File: config.mk
export PLATFORM = sky130hd
export DESIGN_NAME = co2_band_valve_pulser
export DESIGN_NICKNAME = d
export VERILOG_FILES = /design/src/design/cbvp_pkg.sv /design/src/design/co2_band_valve_pulser.sv /design/src/design/cbvp_band_next.sv /design/src/design/cbvp_valve_timer.sv
export SDC_FILE = /design/constraint.sdc
export NUM_CORES = 1
export LEC_CHECK = 0
export BUFFER_PORTS_ARGS = -buffer_cell sky130_fd_sc_hd__buf_2
export CORE_MARGIN = 1
export CORE_UTILIZATION = 55
export CTS_CLUSTER_SIZE = 40
export DETAILED_ROUTE_END_ITERATION = 16
export GPL_ROUTABILITY_DRIVEN = 1
export GPL_TIMING_DRIVEN = 0
export PLACE_DENSITY_LB_ADDON = 0.2
export SLEW_MARGIN = 20
export SYNTH_ARGS = -nofsm -noshare
export SYNTH_HDL_FRONTEND = slang
export SYNTH_SLANG_ARGS = --single-unit
File: constraint.sdc
create_clock -name clock -period 6 [get_ports clock]
set_input_delay 0.6 -clock clock [delete_from_list [all_inputs] [get_ports clock]]
set_output_delay 0.6 -clock clock [all_outputs]
set_load 0.01 [all_outputs]
File: src/design/cbvp_pkg.sv
// Shared types and constants for the CO2 band valve pulser.
// No dependencies; imported by every design file.
package cbvp_pkg;

   // band state codes
   localparam logic [2:0] ST_FILL     = 3'd0;
   localparam logic [2:0] ST_APPROACH = 3'd1;
   localparam logic [2:0] ST_INBAND   = 3'd2;
   localparam logic [2:0] ST_OVER     = 3'd3;
   localparam logic [2:0] ST_FALLBACK = 3'd4;
   localparam logic [2:0] ST_UNDER    = 3'd5;

   // register indexes
   localparam logic [1:0] REG_FILL_THRESHOLD   = 2'd0;
   localparam logic [1:0] REG_BAND_LOW         = 2'd1;
   localparam logic [1:0] REG_BAND_HIGH        = 2'd2;
   localparam logic [1:0] REG_INITIAL_CYCLE_MS = 2'd3;

   // register reset values
   localparam logic [13:0] FILL_THRESHOLD_RST   = 14'd400;
   localparam logic [13:0] BAND_LOW_RST         = 14'd445;
   localparam logic [13:0] BAND_HIGH_RST        = 14'd455;
   localparam logic [15:0] INITIAL_CYCLE_MS_RST = 16'd10000;

   // per-state pulse lengths and cycle periods, ms
   localparam logic [8:0]  PULSE_FILL     = 9'd500;
   localparam logic [8:0]  PULSE_INBAND   = 9'd150;
   localparam logic [8:0]  PULSE_FALLBACK = 9'd200;
   localparam logic [8:0]  PULSE_UNDER    = 9'd300;
   localparam logic [8:0]  PULSE_NONE     = 9'd0;
   localparam logic [15:0] CYCLE_OVER     = 16'd16000;
   localparam logic [15:0] CYCLE_FALLBACK = 16'd10000;

   typedef struct packed {
      logic [13:0] fill_threshold;
      logic [13:0] band_low;
      logic [13:0] band_high;
   } cbvp_thresh_type;

   // what the new band state asks of the valve timer
   typedef struct packed {
      logic        force_close;
      logic [8:0]  pulse;
      logic        set_cycle;
      logic [15:0] cycle_val;
   } cbvp_band_cmd_type;

endpackage

File: src/design/co2_band_valve_pulser.sv
// Top level of the CO2 band valve pulser: channels, config registers,
// state and the two pipeline registers. Depends on cbvp_pkg,
// cbvp_band_next and cbvp_valve_timer.
//
// Usage
//   req_ channel: one word per sensor sample, co2_level in hundredths of a
//     percent and now_ms, a free-running 32-bit millisecond time.
//   rsp_ channel: one word per sample: valve command, band state, pulse
//     length and cycle period in force after that sample.
//   csr_ channel: register writes (index 0 fill threshold, 1 band low,
//     2 band high, 3 initial cycle period). Always ready. Write only while
//     no sample is in flight.
// Timing
//   Two register stages: a sample accepted into the input register moves
//   on to the result register, which drives rsp_. The band and timer
//   state advance as a sample leaves the input register, so one sample
//   per cycle is sustained while rsp_ready is high, set by the single
//   input-to-result pass. When rsp_ready is low the result register holds
//   and the input register fills; req_ready drops only when both are full.
// Reset
//   Synchronous, active high: band state fill, valve closed, pulse 0,
//   cycle start 0, period taken from the initial cycle register until the
//   over or falling-back state loads one; registers take their defaults.
module co2_band_valve_pulser (
   input  logic        clock,
   input  logic        reset,
   // sample words
   input  logic        req_valid,
   output logic        req_ready,
   input  logic [13:0] req_co2_level,
   input  logic [31:0] req_now_ms,
   // result words
   output logic        rsp_valid,
   input  logic        rsp_ready,
   output logic        rsp_valve_open,
   output logic [2:0]  rsp_band_state,
   output logic [8:0]  rsp_pulse_ms,
   output logic [15:0] rsp_cycle_ms,
   // register writes
   input  logic        csr_valid,
   output logic        csr_ready,
   input  logic [1:0]  csr_index,
   input  logic [15:0] csr_wdata
);
   import cbvp_pkg::*;

   // configuration
   cbvp_thresh_type thresh_ff;
   logic [15:0]     init_cycle_ff;

   // input register
   logic        in_vld_ff;
   logic [13:0] in_level_ff;
   logic [31:0] in_now_ff;

   // block state
   logic [2:0]  band_ff;
   logic        valve_ff;
   logic [8:0]  pulse_ff;
   logic [15:0] cycle_len_ff;
   logic        cycle_set_ff;
   logic [31:0] cycle_start_ff;

   // result register
   logic        out_vld_ff;
   logic        out_valve_ff;
   logic [2:0]  out_band_ff;
   logic [8:0]  out_pulse_ff;
   logic [15:0] out_cycle_ff;

   logic              advance;
   logic [2:0]        band_in;
   cbvp_band_cmd_type cmd;
   logic [15:0]       cycle_len_in;
   logic              cycle_set_in;
   logic [15:0]       period;
   logic              valve_in;
   logic              restart;

   // input register moves on when the result register can take a word
   assign advance   = in_vld_ff && (!out_vld_ff || rsp_ready);
   assign req_ready = !in_vld_ff || advance;
   assign csr_ready = 1'b1;

   cbvp_band_next u_band (
      .cur_state  (band_ff),
      .level      (in_level_ff),
      .thresh     (thresh_ff),
      .next_state (band_in),
      .cmd        (cmd)
   );

   assign cycle_len_in = cmd.set_cycle ? cmd.cycle_val : cycle_len_ff;
   assign cycle_set_in = cycle_set_ff || cmd.set_cycle;
   assign period       = cycle_set_in ? cycle_len_in : init_cycle_ff;

   cbvp_valve_timer u_timer (
      .valve_cur   (valve_ff),
      .cycle_start (cycle_start_ff),
      .now_ms      (in_now_ff),
      .period      (period),
      .cmd         (cmd),
      .valve_next  (valve_in),
      .restart     (restart)
   );

   // configuration registers
   always_ff @(posedge clock) begin
      if (reset) begin
         thresh_ff.fill_threshold <= FILL_THRESHOLD_RST;
         thresh_ff.band_low       <= BAND_LOW_RST;
         thresh_ff.band_high      <= BAND_HIGH_RST;
         init_cycle_ff            <= INITIAL_CYCLE_MS_RST;
      end else if (csr_valid) begin
         case (csr_index)
            REG_FILL_THRESHOLD:   thresh_ff.fill_threshold <= csr_wdata[13:0];
            REG_BAND_LOW:         thresh_ff.band_low       <= csr_wdata[13:0];
            REG_BAND_HIGH:        thresh_ff.band_high      <= csr_wdata[13:0];
            REG_INITIAL_CYCLE_MS: init_cycle_ff            <= csr_wdata;
            default: ;
         endcase
      end
   end

   // input register
   always_ff @(posedge clock) begin
      if (reset) begin
         in_vld_ff <= 1'b0;
      end else if (req_ready) begin
         in_vld_ff <= req_valid;
      end
   end

   always_ff @(posedge clock) begin
      if (req_valid && req_ready) begin
         in_level_ff <= req_co2_level;
         in_now_ff   <= req_now_ms;
      end
   end

   // block state, updated once per word
   always_ff @(posedge clock) begin
      if (reset) begin
         band_ff        <= ST_FILL;
         valve_ff       <= 1'b0;
         pulse_ff       <= PULSE_NONE;
         cycle_len_ff   <= INITIAL_CYCLE_MS_RST;
         cycle_set_ff   <= 1'b0;
         cycle_start_ff <= '0;
      end else if (advance) begin
         band_ff      <= band_in;
         valve_ff     <= valve_in;
         pulse_ff     <= cmd.pulse;
         cycle_len_ff <= cycle_len_in;
         cycle_set_ff <= cycle_set_in;
         if (restart) begin
            cycle_start_ff <= in_now_ff;
         end
      end
   end

   // result register
   always_ff @(posedge clock) begin
      if (reset) begin
         out_vld_ff <= 1'b0;
      end else if (advance) begin
         out_vld_ff <= 1'b1;
      end else if (rsp_ready) begin
         out_vld_ff <= 1'b0;
      end
   end

   always_ff @(posedge clock) begin
      if (advance) begin
         out_valve_ff <= valve_in;
         out_band_ff  <= band_in;
         out_pulse_ff <= cmd.pulse;
         out_cycle_ff <= period;
      end
   end

   // pulse_ff is kept as state; the result copy carries it out
   assign rsp_valid      = out_vld_ff;
   assign rsp_valve_open = out_valve_ff;
   assign rsp_band_state = out_band_ff;
   assign rsp_pulse_ms   = out_vld_ff ? out_pulse_ff : pulse_ff;
   assign rsp_cycle_ms   = out_cycle_ff;

endmodule

File: src/design/cbvp_band_next.sv
// Next band state with hysteresis and the per-state valve command.
// Depends on cbvp_pkg.
module cbvp_band_next (
   input  logic [2:0]                  cur_state,
   input  logic [13:0]                 level,
   input  cbvp_pkg::cbvp_thresh_type   thresh,
   output logic [2:0]                  next_state,
   output cbvp_pkg::cbvp_band_cmd_type cmd
);
   import cbvp_pkg::*;

   logic in_band;
   logic below_fill;

   always_comb begin
      in_band    = level inside {[thresh.band_low : thresh.band_high]};
      below_fill = level < thresh.fill_threshold;

      case (cur_state)
         ST_FILL: begin
            next_state = below_fill ? ST_FILL : ST_APPROACH;
         end
         ST_APPROACH, ST_UNDER: begin
            if (in_band)         next_state = ST_INBAND;
            else if (below_fill) next_state = ST_FILL;
            else                 next_state = cur_state;
         end
         ST_INBAND: begin
            if (level > thresh.band_high)     next_state = ST_OVER;
            else if (level < thresh.band_low) next_state = ST_UNDER;
            else                              next_state = ST_INBAND;
         end
         ST_OVER: begin
            next_state = (level <= thresh.band_high) ? ST_FALLBACK : ST_OVER;
         end
         ST_FALLBACK: begin
            if (level < thresh.band_low)       next_state = ST_UNDER;
            else if (level > thresh.band_high) next_state = ST_OVER;
            else                               next_state = ST_FALLBACK;
         end
         default: begin
            next_state = ST_FILL;
         end
      endcase

      cmd = '{force_close: 1'b0, pulse: PULSE_UNDER, set_cycle: 1'b0,
              cycle_val: CYCLE_FALLBACK};
      case (next_state)
         ST_FILL: begin
            cmd.pulse = PULSE_FILL;
         end
         ST_APPROACH: begin
            cmd.force_close = 1'b1;
            cmd.pulse       = PULSE_NONE;
         end
         ST_INBAND: begin
            cmd.force_close = 1'b1;
            cmd.pulse       = PULSE_INBAND;
         end
         ST_OVER: begin
            cmd.force_close = 1'b1;
            cmd.pulse       = PULSE_NONE;
            cmd.set_cycle   = 1'b1;
            cmd.cycle_val   = CYCLE_OVER;
         end
         ST_FALLBACK: begin
            cmd.pulse     = PULSE_FALLBACK;
            cmd.set_cycle = 1'b1;
            cmd.cycle_val = CYCLE_FALLBACK;
         end
         default: begin
            cmd.pulse = PULSE_UNDER;
         end
      endcase
   end

endmodule

File: src/design/cbvp_valve_timer.sv
// Valve pulse/cycle timer: closes after the pulse, reopens after the period.
// Depends on cbvp_pkg.
module cbvp_valve_timer (
   input  logic                        valve_cur,
   input  logic [31:0]                 cycle_start,
   input  logic [31:0]                 now_ms,
   input  logic [15:0]                 period,
   input  cbvp_pkg::cbvp_band_cmd_type cmd,
   output logic                        valve_next,
   output logic                        restart
);
   import cbvp_pkg::*;

   logic [31:0] elapsed;
   logic        held_open;

   always_comb begin
      elapsed   = now_ms - cycle_start;   // wraps at 32 bits
      held_open = valve_cur && !cmd.force_close &&
                  !(elapsed > {23'd0, cmd.pulse});
      // forced close does not stop the timer: may reopen at once
      restart    = !held_open && (elapsed > {16'd0, period});
      valve_next = held_open || restart;
   end

endmodule

==> results.cfg <==
[placement]
pre_cts_slack_ps = 45.92
postPlaceCellArea_um2 = 11770
portBuffers = 96
hpwlAfterDp_mm = 19.17
gp_congestion = 0.9049

[worst_setup_path]
critPathRequiredTime_ps = 6380
rrSetupSlack_ps = 350
cp_top_family = compound AO/OA/AOI/OAI gates
critPathCapture = valve_ff
cpPeakStageDelay_ps = 610
end_kind = flip-flop
crit_top_cell = o21ai_0
crit_buf_inv = 2
cp.arrival_ps = 6030
r2r_end = valve_ff
timing.rr.start = in_level_ff[5]
path_depth = 23
cp_max_fo = 8
slowest_stage = or4_1
crit_path_start_kind = flip-flop
r2r.worst_path.cells = 23
critical_path_class = flip-flop to flip-flop
critical_path.startpoint = in_level_ff[5]
path_cells = ha_1 > a41o_1 > a21oi_1 > o21ai_0 > a221o_1 > a21oi_1 > o211ai_1 > buf_4 > inv_2 > nand2_1 > o21ai_0 > ha_1 > nor2b_1 > o21a_1 > o21ai_0 > nand2_1 > a311o_1 > o21ai_0 > and3_1 > o2111ai_1 > or4_1 > a41o_1 > nor2_1

[final_layout]
utilization_pct = 63.57
n_antenna_cell = 0
fin_area_um2 = 12370
areaGrowthSynthToFinish_pct = 13.16
layout.nets = 1480
mostFrequentLayoutCell = nand2_1
final_cell_mix = 166 x nand2_1, 120 x dfxtp_1, 110 x a21oi_1
layout-drive-gt1-share_pct = 13.10

[die]
die_h_um = 143.0
fp-row-count = 51
die_w_um = 143.0
coreArea_um2 = 19460
dieArea_um2 = 20450
io_pins = 101
initial_core_util_pct = 56.17

[pwr]
ir_drop_mv = 0.2337
p_switching_uw = 985.6
comb_power_share_pct = 22.0
seqPwrFrac_pct = 44.7
switching_share_pct = 30.08
power.leakage_nw = 5.116
p_per_area_nw_per_um2 = 264.8
p_int_mw = 2.291
p_clk_share_pct = 33.3

[sta]
setup_slack_ps = 347.9
rsz0062_at_grt = false
period_share_pct = 94.20
slew_headroom_pct = 50.29
hold_viol_final = 0
tns_ps = 0
slew_violations = 0
whs_ps = 326.3
worstMarginPinSlew_ps = 745.7
finalCriticalPeriod_ps = 5652
skew_ps = 11.03
fmax_mhz = 176.9
setup_viol = 0

[global_routing]
grt_pass1_wl_mm = 40.31
grt_max_degree = 47
grtUsageTotal_pct = 25.52
grt_pass1_vias = 8155
antenna_found_initial = 0
overflow = 0

[yosys]
syn-num-nets = 1362
avgSynthCellArea_um2 = 9.134
synth_top_flop_cell = dfxtp_1
async_flop_share_pct = 0
synth_edf_count = 73
yosys_warnings = 0
syn_area_um2 = 10930
ys_seq_area_share_pct = 42.02
yosys.cell_types.count = 73
synth_seq_cells = 193
synth_cells = 1197

[routing]
drc = 0
via_per_inst = 5.519
wl_met3_mm = 1.138
wl_met2_mm = 11.85
num_vias = 8792
wirelength_mm = 25.37
wl_per_cell_um = 15.92
met1_length_mm = 12.05
highest_layer = met4
drtPass1Iterations = 5
drt-initial-drc-count = 596
ant_nets = 0

[worst_hold_path]
hold_class = input port to flip-flop
min_path_cells = 1

[run]
maxCapViolCount = 0

[clock_tree]
root_buffer = clkbuf_16
hold_buffers = 0
clkTransAtPathRegs_ps = 70
worstSkewPairLatency_ps = 440
clockBufferDepth = 2
htree_levels = 4
clock-sinks = 193
numCtsBuffers = 17
cts_tree = done

[status]
status = finished clean
==> per-layer routing <==
layer	GRT usage, %	vias up
li1	-	4402
met1	34.30	4129
met2	42.23	238
met3	4.460	23
met4	6.735	0
met5	0	-
==> power by group through the flow <==
stage                     Sequential [mW]  Combinational [mW]  Clock (mW)
final                                1.47               0.721        1.09
after global routing                 1.47               0.804        1.15
after CTS                            1.47               0.704        1.11
after detailed placement             1.50               0.696           0
after global placement               1.50               0.676           0
after floorplan                      1.49               0.509           0
==> cell usage after synthesis, types with 4 or more instances <==
| cell | instances | area [µm²] |
|---|---|---|
| a211o_1 | 15 | 131.4 |
| a211oi_1 | 8 | 60.06 |
| a21o_1 | 15 | 112.6 |
| a21oi_1 | 110 | 550.5 |
| and2_1 | 17 | 106.4 |
| and3_1 | 11 | 68.82 |
| buf_1 | 4 | 15.01 |
| clkbuf_1 | 35 | 131.4 |
| dfxtp_1 | 120 | 2402 |
| edfxtp_1 | 73 | 2192 |
| ha_1 | 95 | 1189 |
| inv_1 | 102 | 382.9 |
| mux2_2 | 14 | 157.7 |
| mux2i_1 | 43 | 430.4 |
| nand2_1 | 166 | 623.1 |
| nand2b_1 | 76 | 475.5 |
| nand3_1 | 16 | 80.08 |
| nand3b_1 | 13 | 97.59 |
| nand4_1 | 16 | 100.1 |
| nor2_1 | 63 | 236.5 |
| nor2b_1 | 12 | 75.07 |
| nor3_1 | 12 | 60.06 |
| o2111ai_1 | 5 | 43.79 |
| o21a_1 | 17 | 127.6 |
| o21ai_0 | 32 | 160.2 |
| o21bai_1 | 5 | 37.54 |
| o31a_1 | 6 | 52.55 |
| xnor2_1 | 14 | 122.6 |
| xor2_1 | 9 | 78.83 |
==> state kept, by name, summed over array words and instances (netlist names), 3 cells and up <==
| register | cells |
|---|---|
| band_ff | 3 |
| cycle_len_ff | 16 |
| cycle_start_ff | 32 |
| in_level_ff | 14 |
| in_now_ff | 32 |
| init_cycle_ff | 16 |
| out_pulse_ff | 7 |
| pulse_ff | 7 |
| rsp_band_state | 3 |
| rsp_cycle_ms | 16 |
| thresh_ff | 42 |
==> stage by stage <==
stage	cells	total power, mW
after CTS	1591	3.276
after global placement	1558	2.171
after floorplan	1197	1.998
after detailed placement	1559	2.192
after global routing	1593	3.431
final	1593	3.276
==> cell type report <==
type	instances	area (µm²)
inverters	104	390.4
repair buffers	100	523.0
multi-input cells	852	5758
clock inverters	12	101.3
well taps	265	331.6
plain buffers	47	215.2
flip-flops and latches	193	4594
fillers	1678	7091
clock buffers	20	457.9
==> repair_timing <==
action / CTS / global route
pin swaps: 0 / 1
endpoints found under the setup margin: 6 / 33
gates resized for setup: 1 / 5
buffers inserted: 0 / 3
==> logic make-up (layout without fill, tap and decap cells) <==
| kind of cell | Yosys count | count (layout) | synth area share (%) |
|---|---|---|---|
| AOI/OAI and AO/OA | 248 | 248 | 14.60 |
| xor gates and xnor gates | 23 | 23 | 1.843 |
| adders and majority gates | 96 | 96 | 11.06 |
| buffers and inverters | 152 | 283 | 5.562 |
| DFF | 193 | 193 | 42.02 |
| muxes | 57 | 57 | 5.379 |
| other | 2 | 2 | 0.06869 |
| and+or+nand+nor | 426 | 426 | 19.47 |
==> worst min path at each step <==
stage / start / endpoint / slack, ps
5_1_grt: req_now_ms[25] / in_now_ff[25] / 320
4_1_cts: req_now_ms[28] / in_now_ff[28] / 320
3_5_place_dp: cycle_len_ff[10] / cycle_len_ff[10] / 430
3_3_place_gp: cycle_len_ff[9] / cycle_len_ff[9] / 420
6_report: req_co2_level[1] / in_level_ff[1] / 330
2_1_floorplan: cycle_len_ff[10] / cycle_len_ff[10] / 410
Power figures use the tool's default switching activity.
